--- config.mk ---
export PLATFORM = sky130hd
export DESIGN_NAME = idll_front
export DESIGN_NICKNAME = d
export VERILOG_FILES = /design/src/sv/indexed_doubly_linked_list_top_assert.svh /design/src/sv/idll_pkg.sv /design/src/sv/idll_front.sv
export SDC_FILE = /design/constraint.sdc
export NUM_CORES = 1
export LEC_CHECK = 0
export ABC_AREA = 1
export BUFFER_PORTS_ARGS = -buffer_cell sky130_fd_sc_hd__buf_4
export CAP_MARGIN = 10
export CORE_MARGIN = 10
export CORE_UTILIZATION = 23
export DETAILED_ROUTE_END_ITERATION = 7
export GPL_ROUTABILITY_DRIVEN = 1
export PLACE_DENSITY_LB_ADDON = 0.2
export SYNTH_ARGS = -nofsm -noshare
export SYNTH_HDL_FRONTEND = slang
export SYNTH_SLANG_ARGS = --single-unit
--- constraint.sdc ---
create_clock -name vclk -period 0.8
set_input_delay 0.04 -clock vclk [all_inputs]
set_output_delay 0.04 -clock vclk [all_outputs]
set_load 0.005 [all_outputs]
--- src/sv/indexed_doubly_linked_list_top_assert.svh ---
// ----------------------------------------------------------------------------
// Assertion macros for the indexed doubly linked list
// Concurrent checks that are compiled for simulation and left empty for
// synthesis.
// ----------------------------------------------------------------------------
`ifndef INDEXED_DOUBLY_LINKED_LIST_TOP_ASSERT_SVH
`define INDEXED_DOUBLY_LINKED_LIST_TOP_ASSERT_SVH
`ifndef SYNTHESIS
// Property that holds in the same cycle.
`define IDLL_ASSERT(lbl, clk, rstn, prop, msg) \
    lbl: assert property (@(posedge clk) disable iff (!rstn) prop) else $error(msg);
// Consequent that must hold in the cycle after the antecedent.
`define IDLL_ASSERT_NEXT(lbl, clk, rstn, ante, cons, msg) \
    lbl: assert property (@(posedge clk) disable iff (!rstn) ante |=> cons) else $error(msg);
`else
`define IDLL_ASSERT(lbl, clk, rstn, prop, msg)
`define IDLL_ASSERT_NEXT(lbl, clk, rstn, ante, cons, msg)
`endif
`endif

--- src/sv/idll_pkg.sv ---
// ----------------------------------------------------------------------------
// Indexed doubly linked list package
// Request codes, port widths and the word formats passed between the parts.
// ----------------------------------------------------------------------------
package idll_pkg;

    localparam int REQ_W  = 3;
    localparam int IDX_W  = 10;
    localparam int PIDX_W = 11;
    localparam int VAL_W  = 32;

    localparam logic [REQ_W-1:0] OP_LOAD       = 3'd0;
    localparam logic [REQ_W-1:0] OP_ENDS       = 3'd1;
    localparam logic [REQ_W-1:0] OP_INS_AFTER  = 3'd2;
    localparam logic [REQ_W-1:0] OP_INS_BEFORE = 3'd3;
    localparam logic [REQ_W-1:0] OP_DELETE     = 3'd4;

    // Index as it arrives on a port, already checked against the store size.
    typedef struct packed {
        logic             none;
        logic [IDX_W-1:0] idx;
    } t_idx;

    typedef struct packed {
        logic [REQ_W-1:0]  op;
        t_idx              node;
        logic [VAL_W-1:0]  value;
        t_idx              link_next;
        t_idx              link_prev;
        t_idx              head;
        t_idx              tail;
        logic [PIDX_W-1:0] free;
    } t_cmd;

    typedef struct packed {
        logic [IDX_W-1:0] new_index;
        logic [VAL_W-1:0] removed_value;
        logic             status;
    } t_res;

endpackage

--- src/sv/idll_front.sv ---
// ----------------------------------------------------------------------------
// List request decoder
// Checks indices against the store size, clamps the free pointer and drops
// requests that have no effect.
// ----------------------------------------------------------------------------
module idll_front #(
    parameter int NODE_COUNT = 1024
) (
    input  logic [idll_pkg::REQ_W-1:0]  i_req_type,
    input  logic [idll_pkg::PIDX_W-1:0] i_node_index,
    input  logic [idll_pkg::VAL_W-1:0]  i_item_value,
    input  logic [idll_pkg::PIDX_W-1:0] i_link_next,
    input  logic [idll_pkg::PIDX_W-1:0] i_link_prev,
    input  logic [idll_pkg::PIDX_W-1:0] i_head_index,
    input  logic [idll_pkg::PIDX_W-1:0] i_tail_index,
    input  logic [idll_pkg::PIDX_W-1:0] i_free_start,
    output logic                        o_keep,
    output idll_pkg::t_cmd              o_cmd
);

    // Negative or out-of-store indices become "no node".
    function automatic idll_pkg::t_idx to_idx(input logic [idll_pkg::PIDX_W-1:0] raw);
        idll_pkg::t_idx r;
        r.idx  = raw[idll_pkg::IDX_W-1:0];
        r.none = raw[idll_pkg::PIDX_W-1] ||
                 (32'(raw[idll_pkg::IDX_W-1:0]) >= NODE_COUNT);
        return r;
    endfunction

    always_comb begin
        o_cmd.op        = i_req_type;
        o_cmd.node      = to_idx(i_node_index);
        o_cmd.value     = i_item_value;
        o_cmd.link_next = to_idx(i_link_next);
        o_cmd.link_prev = to_idx(i_link_prev);
        o_cmd.head      = to_idx(i_head_index);
        o_cmd.tail      = to_idx(i_tail_index);
        o_cmd.free      = (32'(i_free_start) > NODE_COUNT) ?
                          idll_pkg::PIDX_W'(NODE_COUNT) : i_free_start;

        unique case (i_req_type) inside
            idll_pkg::OP_LOAD: begin
                o_keep = !o_cmd.node.none;
            end
            idll_pkg::OP_ENDS, idll_pkg::OP_INS_AFTER, idll_pkg::OP_INS_BEFORE,
            idll_pkg::OP_DELETE: begin
                o_keep = 1'b1;
            end
            default: begin
                o_keep = 1'b0;
            end
        endcase
    end

endmodule

==> flow_summary.html <==
<table>
<tr><th>Metric</th><th>Value</th></tr>
<tr><th colspan="2">Status</th></tr>
<tr><td>Outcome</td><td>complete, but fails checks</td></tr>
<tr><td>Violations in the final reports</td><td>negative setup slack</td></tr>
<tr><th colspan="2">Yosys</th></tr>
<tr><td>Number of library cell types mapped by synthesis</td><td>7</td></tr>
<tr><td>Average footprint of a synthesized cell</td><td>6.54 um^2</td></tr>
<tr><td>Register area share after synthesis</td><td>0%</td></tr>
<tr><td>Gate count of the mapped netlist</td><td>124</td></tr>
<tr><td>Cell area after synthesis</td><td>811 um^2</td></tr>
<tr><td>Synth warnings</td><td>0</td></tr>
<tr><td>Nets in the synthesized netlist</td><td>225</td></tr>
<tr><th colspan="2">Global route</th></tr>
<tr><td>Busiest layer in global routing</td><td>met2</td></tr>
<tr><td>Vias in the first global route</td><td>453</td></tr>
<tr><td>Wire length of the first global-routing pass</td><td>2.92 mm</td></tr>
<tr><td>Number of antenna violations at the first check in global routing</td><td>0</td></tr>
<tr><td>Routing usage on met2</td><td>8.40%</td></tr>
<tr><td>Global routing met1 resource utilization</td><td>3.74%</td></tr>
<tr><td>Pin count of the biggest net entering global routing</td><td>6</td></tr>
<tr><td>Overall global routing resource usage</td><td>about 6%</td></tr>
<tr><td>Total overflow reported by the global router</td><td>0</td></tr>
<tr><td>Global-route track usage on met3</td><td>6.19%</td></tr>
<tr><th colspan="2">Place</th></tr>
<tr><td>Number of buffers added on ports</td><td>31</td></tr>
<tr><td>Setup WS pre-CTS</td><td>-0.0589 ns</td></tr>
<tr><td>Final HPWL DP</td><td>1.83 mm</td></tr>
<tr><td>Cell area after placement</td><td>437 um^2</td></tr>
<tr><td>Placer's final routability congestion estimate</td><td>0.725</td></tr>
<tr><th colspan="2">Layout</th></tr>
<tr><td>Proportion of layout cells with a drive suffix above 1</td><td>75.0%</td></tr>
<tr><td>Area growth syn-to-layout</td><td>-33.3%</td></tr>
<tr><td>Register area</td><td>0 um^2</td></tr>
<tr><td>Clk_buf instances</td><td>0</td></tr>
<tr><td>Final std cell area, no fill</td><td>about 540 um^2</td></tr>
<tr><td>Layout filler cell count</td><td>approximately 400</td></tr>
<tr><td>Diodes inserted</td><td>0</td></tr>
<tr><td>Total number of sequential cells</td><td>0</td></tr>
<tr><td>Final layout net count</td><td>171</td></tr>
<tr><th colspan="2">Critical path</th></tr>
<tr><td>Critical path's slowest cell</td><td>sky130_fd_sc_hd__nor2_4</td></tr>
<tr><td>CP Cell Sequence</td><td>buf_6, nor2_4, nand3_2, nor2_4, nor2_4, nor2_1, buf_4</td></tr>
<tr><td>Sort of element at the end of the critical path</td><td>output port</td></tr>
<tr><td>Crit Path Max Fanout</td><td>4</td></tr>
<tr><td>Type of origin of the critical path</td><td>input pin</td></tr>
<tr><td>Dominant delay contributor by cell family on the critical path</td><td>simple AND/OR/NAND/NOR gates</td></tr>
<tr><td>Category of the critical setup timing path</td><td>input pin to output port</td></tr>
<tr><td>Delay of the slowest cell on the worst path</td><td>0.17 ns</td></tr>
<tr><td>Critical path buffer and inverter count</td><td>2</td></tr>
<tr><td>Required time at the worst-slack endpoint</td><td>0.76 ns</td></tr>
<tr><td>Critical Path Most Common Cell</td><td>sky130_fd_sc_hd__nor2_4</td></tr>
<tr><td>Arrival time worst endpoint</td><td>0.78 ns</td></tr>
<tr><th colspan="2">Job</th></tr>
<tr><td>Number of maximum-capacitance constraint violations</td><td>0</td></tr>
<tr><th colspan="2">Floorplan</th></tr>
<tr><td>Cell Rows</td><td>21</td></tr>
<tr><td>Horizontal die dimension</td><td>approximately 80 um</td></tr>
<tr><td>Die ar.</td><td>0.00630 mm^2</td></tr>
<tr><td>Area inside the core boundary</td><td>0.00336 mm^2</td></tr>
<tr><td>Die height</td><td>79.4 um</td></tr>
<tr><td>I/O pin total</td><td>approximately 200</td></tr>
<tr><td>Effective utilization at floorplan</td><td>24.1%</td></tr>
<tr><th colspan="2">STA</th></tr>
<tr><td>Max Fclk</td><td>about 1200 MHz</td></tr>
<tr><td>Slew Viols, Final</td><td>0</td></tr>
<tr><td>Final setup violation count</td><td>5</td></tr>
<tr><td>Setup repair after global routing missed its margin</td><td>yes</td></tr>
<tr><td>Worst hold slack across all endpoints</td><td>between 0.08 and 0.09 ns</td></tr>
<tr><td>Minimum setup slack in the final design</td><td>-0.0184 ns</td></tr>
<tr><td>Final critical-path required period</td><td>0.818 ns</td></tr>
<tr><td>Worst-margin pin slew</td><td>roughly 0.18 ns</td></tr>
<tr><td>Number of failing hold endpoints at the final stage</td><td>0</td></tr>
<tr><td>Worst slew margin</td><td>87.7%</td></tr>
<tr><td>Final critical-path share of the clock period</td><td>102%</td></tr>
<tr><th colspan="2">Routing</th></tr>
<tr><td>First-pass iteration count of the detailed router</td><td>4</td></tr>
<tr><td>Routed length per instance</td><td>18.3 um</td></tr>
<tr><td>Vias</td><td>425</td></tr>
<tr><td>Initial drt markers</td><td>7</td></tr>
<tr><td>Number of nets with antenna violations after routing</td><td>0</td></tr>
<tr><td>Via-to-Cell Ratio</td><td>3.73</td></tr>
<tr><td>Count of unresolved DRC violations after routing</td><td>0</td></tr>
<tr><td>Wire length after detailed routing</td><td>approximately 2.1 mm</td></tr>
<tr><th colspan="2">Power and ir drop</th></tr>
<tr><td>Power per standard cell area</td><td>450 mW/mm^2</td></tr>
<tr><td>Overall Power</td><td>243 uW</td></tr>
<tr><td>Peak supply drop</td><td>67.5 uV</td></tr>
<tr><td>Static Leak</td><td>0.278 nW</td></tr>
<tr><th colspan="2">Clock tree</th></tr>
<tr><td>Hold-fix buffers, CTS</td><td>0</td></tr>
<tr><th colspan="2">Hold path</th></tr>
<tr><td>Class of the worst hold path</td><td>input pin to output port</td></tr>
</table>
-- placed cells by master, fill, tap and decap left out, drive strengths merged --
cell type | netlist | routed
nand3 | 2 | 2
buf | 90 | 34
inv | 12 | 12
nor2 | 17 | 18
o21ai | 2 | 2
-- routing by layer --
layer / wire length [um] / vias to the layer above
met5: 0 / -
met4: 204 / 0
met3: 544 / 34
met2: 912 / 70
met1: 430 / 157
li1: - / 164
-- cells by family (layout without fill, tap and decap cells) --
| family | after synthesis | after routing | share of synthesized area, % |
|---|---|---|---|
| buffers and inverters | 103 | 46 | 89.4 |
| and+or+nand+nor | 19 | 20 | 9.41 |
| AOI/OAI and AO/OA | 2 | 2 | 1.23 |
-- synthesized netlist by cell type --
master / n / area share [%]
sky130_fd_sc_hd__nor2_2: 1 / 0.77
sky130_fd_sc_hd__o21ai_0: 2 / 1.2
sky130_fd_sc_hd__clkbuf_1: 1 / 0.46
sky130_fd_sc_hd__inv_1: 12 / 5.6
sky130_fd_sc_hd__nand3_1: 2 / 1.2
sky130_fd_sc_hd__buf_4: 90 / 83
sky130_fd_sc_hd__nor2_1: 16 / 7.4
-- power breakdown --
part | switching (mW) | internal [mW]
Clock | 0 | 0
Sequential | 0 | 0
Combinational | 0.0980 | 0.145
-- area by class of cell --
class / count / area [um^2] / area share [%]
Multi-Input combinational cell: 22 / 160 / 29.6
Tap cell: 46 / 57.6 / 10.6
Timing Repair Buffer: 34 / 278 / 51.4
Inverter: 12 / 45.0 / 8.33
-- repair_timing --
action | CTS | global route
endpoints found under the setup margin | 9 | 9
gates cloned | 1 | 0
resized for setup | 16 | 11
pin swaps | 9 | 9
buffers inserted | 1 | 0
-- metrics by stage --
step | std cells | util (%) | TNS (ns)
after floorplan | 124 | - | 0
after global placement | 112 | 13.0 | -0.351
after detailed placement | 112 | 13.0 | -0.421
after CTS | 114 | 15.3 | -0.136
after global routing | 114 | 16.1 | -0.721
final | 114 | 16.1 | -0.0611
-- path summary, 6_finish.rpt --
check	endpoint	startpoint	slack (ns)	cells after the start
worst max-delay path	o_cmd[8]	i_free_start[9]	-0.02	7
worst min-delay path	o_cmd[13]	i_tail_index[2]	0.08	0
(Power assumes the default switching activity.)
