**src/sv/indexed_doubly_linked_list_top_assert.svh**
```systemverilog
// ----------------------------------------------------------------------------
// Assertion macros for the indexed doubly linked list
// Concurrent checks that are compiled for simulation and left empty for
// synthesis.
// ----------------------------------------------------------------------------
`ifndef INDEXED_DOUBLY_LINKED_LIST_TOP_ASSERT_SVH
`define INDEXED_DOUBLY_LINKED_LIST_TOP_ASSERT_SVH
`ifndef SYNTHESIS
// Property that holds in the same cycle.
`define IDLL_ASSERT(lbl, clk, rstn, prop, msg) \
    lbl: assert property (@(posedge clk) disable iff (!rstn) prop) else $error(msg);
// Consequent that must hold in the cycle after the antecedent.
`define IDLL_ASSERT_NEXT(lbl, clk, rstn, ante, cons, msg) \
    lbl: assert property (@(posedge clk) disable iff (!rstn) ante |=> cons) else $error(msg);
`else
`define IDLL_ASSERT(lbl, clk, rstn, prop, msg)
`define IDLL_ASSERT_NEXT(lbl, clk, rstn, ante, cons, msg)
`endif
`endif

```
**src/sv/idll_fifo.sv**
```systemverilog
// ----------------------------------------------------------------------------
// Small word queue
// Register-based first-in first-out buffer with push/full and pop/empty.
// ----------------------------------------------------------------------------
module idll_fifo #(
    parameter int WIDTH = 8,
    parameter int DEPTH = 2
) (
    input  logic             i_clk,
    input  logic             i_rst_n,
    input  logic             i_push,
    input  logic [WIDTH-1:0] i_data,
    output logic             o_full,
    input  logic             i_pop,
    output logic [WIDTH-1:0] o_data,
    output logic             o_empty
);

    localparam int AW = $clog2(DEPTH);

    logic [WIDTH-1:0] r_mem [DEPTH];
    logic [AW-1:0]    r_wr;
    logic [AW-1:0]    r_rd;
    logic [AW:0]      r_cnt;
    logic             w_do_push;
    logic             w_do_pop;

    assign o_full    = (r_cnt == (AW+1)'(DEPTH));
    assign o_empty   = (r_cnt == '0);
    assign w_do_push = i_push && !o_full;
    assign w_do_pop  = i_pop && !o_empty;
    assign o_data    = r_mem[r_rd];

    always_ff @(posedge i_clk) begin
        if (!i_rst_n) begin
            r_wr  <= '0;
            r_rd  <= '0;
            r_cnt <= '0;
        end else begin
            if (w_do_push) begin
                r_wr <= (r_wr == AW'(DEPTH - 1)) ? '0 : r_wr + 1'b1;
            end
            if (w_do_pop) begin
                r_rd <= (r_rd == AW'(DEPTH - 1)) ? '0 : r_rd + 1'b1;
            end
            if (w_do_push && !w_do_pop) begin
                r_cnt <= r_cnt + 1'b1;
            end else if (w_do_pop && !w_do_push) begin
                r_cnt <= r_cnt - 1'b1;
            end
        end
    end

    always_ff @(posedge i_clk) begin
        if (w_do_push) begin
            r_mem[r_wr] <= i_data;
        end
    end

endmodule

```
**config.mk**
```make
export PLATFORM = sky130hd
export DESIGN_NAME = idll_fifo
export DESIGN_NICKNAME = d
export VERILOG_FILES = /design/src/sv/indexed_doubly_linked_list_top_assert.svh /design/src/sv/idll_fifo.sv
export SDC_FILE = /design/constraint.sdc
export NUM_CORES = 1
export LEC_CHECK = 0
export ABC_AREA = 1
export BUFFER_PORTS_ARGS = -buffer_cell sky130_fd_sc_hd__buf_4
export CORE_ASPECT_RATIO = 1.75
export CORE_MARGIN = 2
export CORE_UTILIZATION = 25
export CTS_BUF_LIST = sky130_fd_sc_hd__clkbuf_16
export DETAILED_ROUTE_END_ITERATION = 7
export RECOVER_POWER = 50
export SETUP_SLACK_MARGIN = 0.1
export SYNTH_ARGS = -nofsm -noshare
export SYNTH_HDL_FRONTEND = slang
export SYNTH_SLANG_ARGS = --single-unit
```
**constraint.sdc**
```tcl
create_clock -name i_clk -period 2.6 [get_ports i_clk]
set_clock_uncertainty 0.05 [all_clocks]
set_input_delay 0.13 -clock i_clk [delete_from_list [all_inputs] [get_ports i_clk]]
set_output_delay 0.13 -clock i_clk [all_outputs]
set_load 0.01 [all_outputs]
```
==> results of run 1 <==
## cells in the final DEF (no fill, tap or decap)
master / synthesis / final
a21oi_1: 1 / 1
buf_4: 0 / 9
clkbuf_1: 0 / 7
clkbuf_16: 0 / 3
clkbuf_4: 0 / 5
dfxtp_1: 5 / 5
edfxtp_1: 16 / 16
ha_1: 1 / 1
inv_1: 8 / 9
inv_2: 1 / 1
mux2_2: 8 / 8
nand2_1: 6 / 6
nand3_1: 1 / 1
nand4_1: 1 / 1
nor2_1: 10 / 11
o21ai_0: 2 / 3
## power by group through the flow
stage	Sequential [µW]	Combinational, µW	Clock (µW)
after global placement	476	306	0
final	468	277	316
after global routing	474	317	344
after floorplan	457	202	0
after CTS	471	315	325
after detailed placement	478	313	0
## flip-flops by register name, summed over array words and instances (netlist names), named ones only
signal / cells
r_wr: 1
r_cnt: 2
r_mem: 16
r_rd: 1
## area by class of cell
type | count | area (µm²)
tap | 43 | 53.8
multi-input combinational | 32 | 198
fill | 330 | 2070
sequential | 21 | 581
clock buffer | 3 | 75.1
inverter | 9 | 33.8
timing repair buffer | 21 | 131
clock inverter | 1 | 3.75
## cells by family after synthesis
logic type | Yosys count | share of synthesized area [%]
compound gates | 4 | 2.89
fa+ha+maj | 1 | 1.52
buf+inv | 10 | 4.71
flops | 21 | 70.5
mux | 8 | 10.9
simple gates | 19 | 9.42
## layer usage
metal	vias to the layer above	part of all wire (%)	GRT usage [%]
li1	260	-	-
met3	2	5.8	3.62
met4	0	2.8	6.67
met5	-	0	0
met2	15	59	15.9
met1	230	32	7.53
## metrics by stage
step | setup slack [ns] | utilization, %
detailed placement | 1.11 | 32.8
finish | 0.970 | 34.2
global placement | 1.14 | 32.8
floorplan | 1.23 | -
CTS | 1.07 | 35.3
global route | 0.756 | 34.2
## worst paths after layout
path                           end  slack [ns]  depth (start not counted)             startpoint
max          r_cnt[1]$_SDFFE_PN0P_        0.97                          9  r_cnt[1]$_SDFFE_PN0P_
min          r_mem[1][7]$_DFFE_PP_        0.03                          1              i_data[7]
max reg2reg  r_cnt[1]$_SDFFE_PN0P_        0.97                          9  r_cnt[1]$_SDFFE_PN0P_
min reg2reg               register        0.46                          2      r_rd$_SDFFE_PN0P_
==> run summary, run 1 <==
status = finished, final reports clean
initial core utilization = 26.2%
DRT Pass-1 Iters = 2
TritonCTS clock tree = done
Starting DRT DRC Count = 5
TritonCTS buffer count = 3
Post-CTS Repair Setup Buffers = 0
DRT Wirelength = 1410 µm
Max clock buf depth = 2
RSZ-0062 raised after global routing = false
remaining global-route overflow = 0
core area = 3140 µm²
worst vdd ir = 0.000462 V
fin area = 1080 µm²
CP most frequent cell = inv_1
worst-skew pair later-pin latency = 0.25 ns
Syn. warnings = 0
Rel. slew slack = 56.1%
crit-path leading delay family = flip-flops
number of non-filler instances in the completed layout = 130
placed instance area = 1030 µm²
Final ANT Viol Nets = 0
share of the synthesized area in the top cell type = 58.4%
synth top area cells = edfxtp_1, dfxtp_1, mux2_2
max cap viols = 0
Post-Syn Nets = 76
clock sink total = 21
Startpoint Class = register
Worst Path Required = 2.75 ns
number of global-route vias before repair = 534
Tightest Pin Transition = 0.656 ns
H-tree Lvls = 1
CP peak stage delay = 0.36 ns
setup_tns = 0 ns
Final Hold Violating Endpoints = 0
Rows = 27
fin crit period = 1.63 ns
CP Capture Type = register
leakage power = 0.000425 µW
num ports = 22
sequential share of power = 44.1%
clock network power share = 29.8%
Tot Pwr = 1060 µW
Synth Flop Type = edfxtp_1
leading cell types by count after synthesis = edfxtp_1, nor2_1, inv_1, mux2_2, nand2_1
DR vias = 507
first-pass GRT wire length = 2290 µm
initial antenna violation count = 0
crit path buf inv count = 4
wire length per cell = 10.8 µm
#FFs+latches synth = 21
Vert. Die Dim = 79.9 µm
Mapped Area = 823 µm²
Async SR Flop Fraction = 0%
Die Wd = 47.4 µm
# diodes = 0
pin count of the biggest net entering global routing = 12
vias per inst = 3.90
crit path max-delay cell type = dfxtp_1
die area = 3790 µm²
number of flops mapped to enable cells by yosys = 16
Reg clk slew, reported paths = 0.05 ns
# DRC = 0
Yosys top cell by area = edfxtp_1
Post-CTS Hold Buffers = 0
fraction of layout cells with a size suffix above 1 = 29.9%
Mean Syn Cell Area = 13.1 µm²
Period Utilization, post-route = 62.7%
DP HPWL = 1130 µm
Worst EP arrival = 1.78 ns
power share of the combinational group = 26.1%
All-Layer GR Usage = 9.18%
top-count cell post-synth = edfxtp_1
Inst Count DP = 126
count of final max-slew check failures = 0
cells after synthesis = 63
Internal Power = 761 µW
Post-Route Hold Slack = 0.0308 ns
switch share = 28.2%
root buffer cell = clkbuf_16
PwrDens = 985 nW/µm²
Net Sw Power = 299 µW
CP max FO = 4
Final setup viols = 0
CP Class = reg -> reg
fin nets = 101
Resize count post-CTS = 0
Peak Freq = 614 MHz
Port-buffer cells = 21
area grow syn2layout = 30.7%
Synth cell types = 15
post-synthesis sequential area ratio = 70.5%
crit-path cells = inv_1 > o21ai_0 > inv_1 > ha_1 > inv_1 > nand3_1 > nand2_1 > inv_1 > nor2_1
gpl congestion = 0.590
Hold Path Class = in -> reg
Note: power is estimated with default switching activity, not from simulation.
==> inputs of run 2 (changes only) <==
Clock period 2.6 ns to 1.4 ns, I/O delays scaled along.
==> run 2 against run 1 <==
  * Global-route usage is 1.2 points lower
  * Worst hold slack worse by 0.0095 ns
  * Critical path depth is 3 lower
  * Sequential cell count stayed put
  * Die area stayed put
  * Setup slack worse by 0.89 ns
  * Register-to-register slack worse by 0.89 ns
  * Sequential power is 92% higher
  * Sequential share of layout area is 7.9 points lower
  * Cell area is 19% higher
  * First-iteration DRC count is 80% higher
  * Final cell count is 12% higher
  * Critical endpoint is now r_mem[0][1]$_DFFE_PP_
  * Largest cell class unchanged
  * Largest power group unchanged
  * Highest routed layer is now met3
==> run summary, run 2 (synthesized netlist as in run 1, its figures left out) <==
pin count of the biggest net entering global routing = 13
fin nets = 117
FF-to-FF path depth = 6
most common cell after layout, fill and taps aside = buf_4
Vert. Die Dim = 79.9 µm
fin area = 1280 µm²
biggest regs = r_mem x16, r_cnt x2
H-tree Lvls = 1
worst vdd ir = 0.000938 V
DR vias = 581
# diodes = 0
status = finished, final reports clean
Post-Route Hold Slack = 0.0213 ns
Worst R2R Start = r_cnt[1]$_SDFFE_PN0P_
clock sink total = 21
grt met1 use = 8.37%
leakage power = 0.000518 µW
Rel. slew slack = 86.4%
Period Utilization, post-route = 94.1%
PwrDens = 1740 nW/µm²
DRT Wirelength = 1410 µm
Final ANT Viol Nets = 0
# DRC = 0
DP HPWL = 1050 µm
fin crit period = 1.32 ns
worst-skew pair later-pin latency = 0.25 ns
Hold Path Origin = i_rst_n
max cap viols = 0
RSZ-0062 raised after global routing = true
Largest register FFs = 16
Final setup viols = 0
setup_tns = 0 ns
first-pass GRT wire length = 2240 µm
Top reg by flops = r_mem
remaining global-route overflow = 0
DRT Pass-1 Iters = 3
fraction of layout cells with a size suffix above 1 = 50.5%
Port-buffer cells = 21
Reg clk slew, reported paths = 0.06 ns
All-Layer GR Usage = 7.99%
most frequent cells in the layout = buf_4, edfxtp_1, nor2_1
sink of the worst hold path = r_cnt[1]$_SDFFE_PN0P_
Tightest Pin Transition = 0.204 ns
met2 global-route usage = 15.0%
initial core utilization = 26.2%
Peak Freq = 759 MHz
Max clock buf depth = 2
count of final max-slew check failures = 0
CP Capture Type = register
Die Wd = 47.4 µm
core area = 3140 µm²
Rows = 27
CP Class = reg -> reg
Starting DRT DRC Count = 9
area grow syn2layout = 56.1%
flop2flop setup slack = 0.08 ns
vias per inst = 3.98
TritonCTS buffer count = 3
worst hold stages = 3
number of global-route vias before repair = 543
initial antenna violation count = 0
Worst Path Required = 1.31 ns
Worst EP arrival = 1.23 ns
placed instance area = 1060 µm²
reg2reg end = r_mem[0][1]$_DFFE_PP_
TritonCTS clock tree = done
wire length per cell = 9.64 µm
die area = 3790 µm²
Final Hold Violating Endpoints = 0
num ports = 22
Hold Path Class = in -> reg
Startpoint Class = register
gpl congestion = 0.631
grt met3 use = 1.13%
GR peak layer = met2
CP max FO = 8
root buffer cell = clkbuf_16
## run 2: final cells by class
cell class	count	area, µm²
clock inverter	1	5.00
multi-input combinational	32	231
inverter	9	36.3
sequential	21	592
tap	43	53.8
fill	295	1860
clock buffer	3	75.1
timing repair buffer	37	292
## run 2: worst max path at each step
stage	end	from	cells after the start	slack, ns
after floorplan	r_cnt[1]$_SDFFE_PN0P_	r_cnt[1]$_SDFFE_PN0P_	9	0.12
after global placement	r_cnt[1]$_SDFFE_PN0P_	r_cnt[1]$_SDFFE_PN0P_	9	0.09
after detailed placement	r_cnt[1]$_SDFFE_PN0P_	r_cnt[1]$_SDFFE_PN0P_	9	0.04
after CTS	r_cnt[1]$_SDFFE_PN0P_	r_cnt[1]$_SDFFE_PN0P_	9	0.11
after global routing	r_cnt[1]$_SDFFE_PN0P_	r_cnt[1]$_SDFFE_PN0P_	9	-0.007
final	r_mem[0][1]$_DFFE_PP_	r_cnt[1]$_SDFFE_PN0P_	6	0.08
## run 2: metal layers
| metal | part of all wire (%) | up-vias |
|---|---|---|
| met3 | 5.9 | 0 |
| met1 | 33 | 271 |
| met2 | 61 | 15 |
| li1 | - | 295 |
| met5 | 0 | - |
| met4 | 0 | 0 |
## run 2: through the flow
stage | util (%) | setup slack, ns | cells | power [µW]
floorplan | - | 0.121 | 63 | 1260
global placement | 33.8 | 0.0891 | 128 | 1500
detailed placement | 33.8 | 0.0429 | 128 | 1520
CTS | 39.8 | 0.105 | 142 | 2170
global route | 40.9 | -0.00716 | 146 | 2370
finish | 40.9 | 0.0832 | 146 | 2240
## run 2: report_power, final
group          internal [µW]  total [µW]  switching (µW)
logic                    405         759             354
clock network            382         580             198
registers                818         900            81.8
## run 2: what timing repair did
| item | 4_1_cts | 5_1_grt |
|---|---|---|
| pin swaps | 2 | 6 |
| gates resized for setup | 6 | 6 |
| hold buffers | 8 | 0 |
| setup endpoints to repair | 10 | 2 |
| hold endpoints to repair | 16 | 0 |
| buffers inserted | 2 | 4 |
## run 2: critical path, stage by stage, from the launching register on
cell     delay (ns)
dfxtp_4        0.35
inv_4          0.07
o21ai_4        0.06
buf_4          0.13
buf_4          0.13
nor2_2         0.09
buf_6          0.15
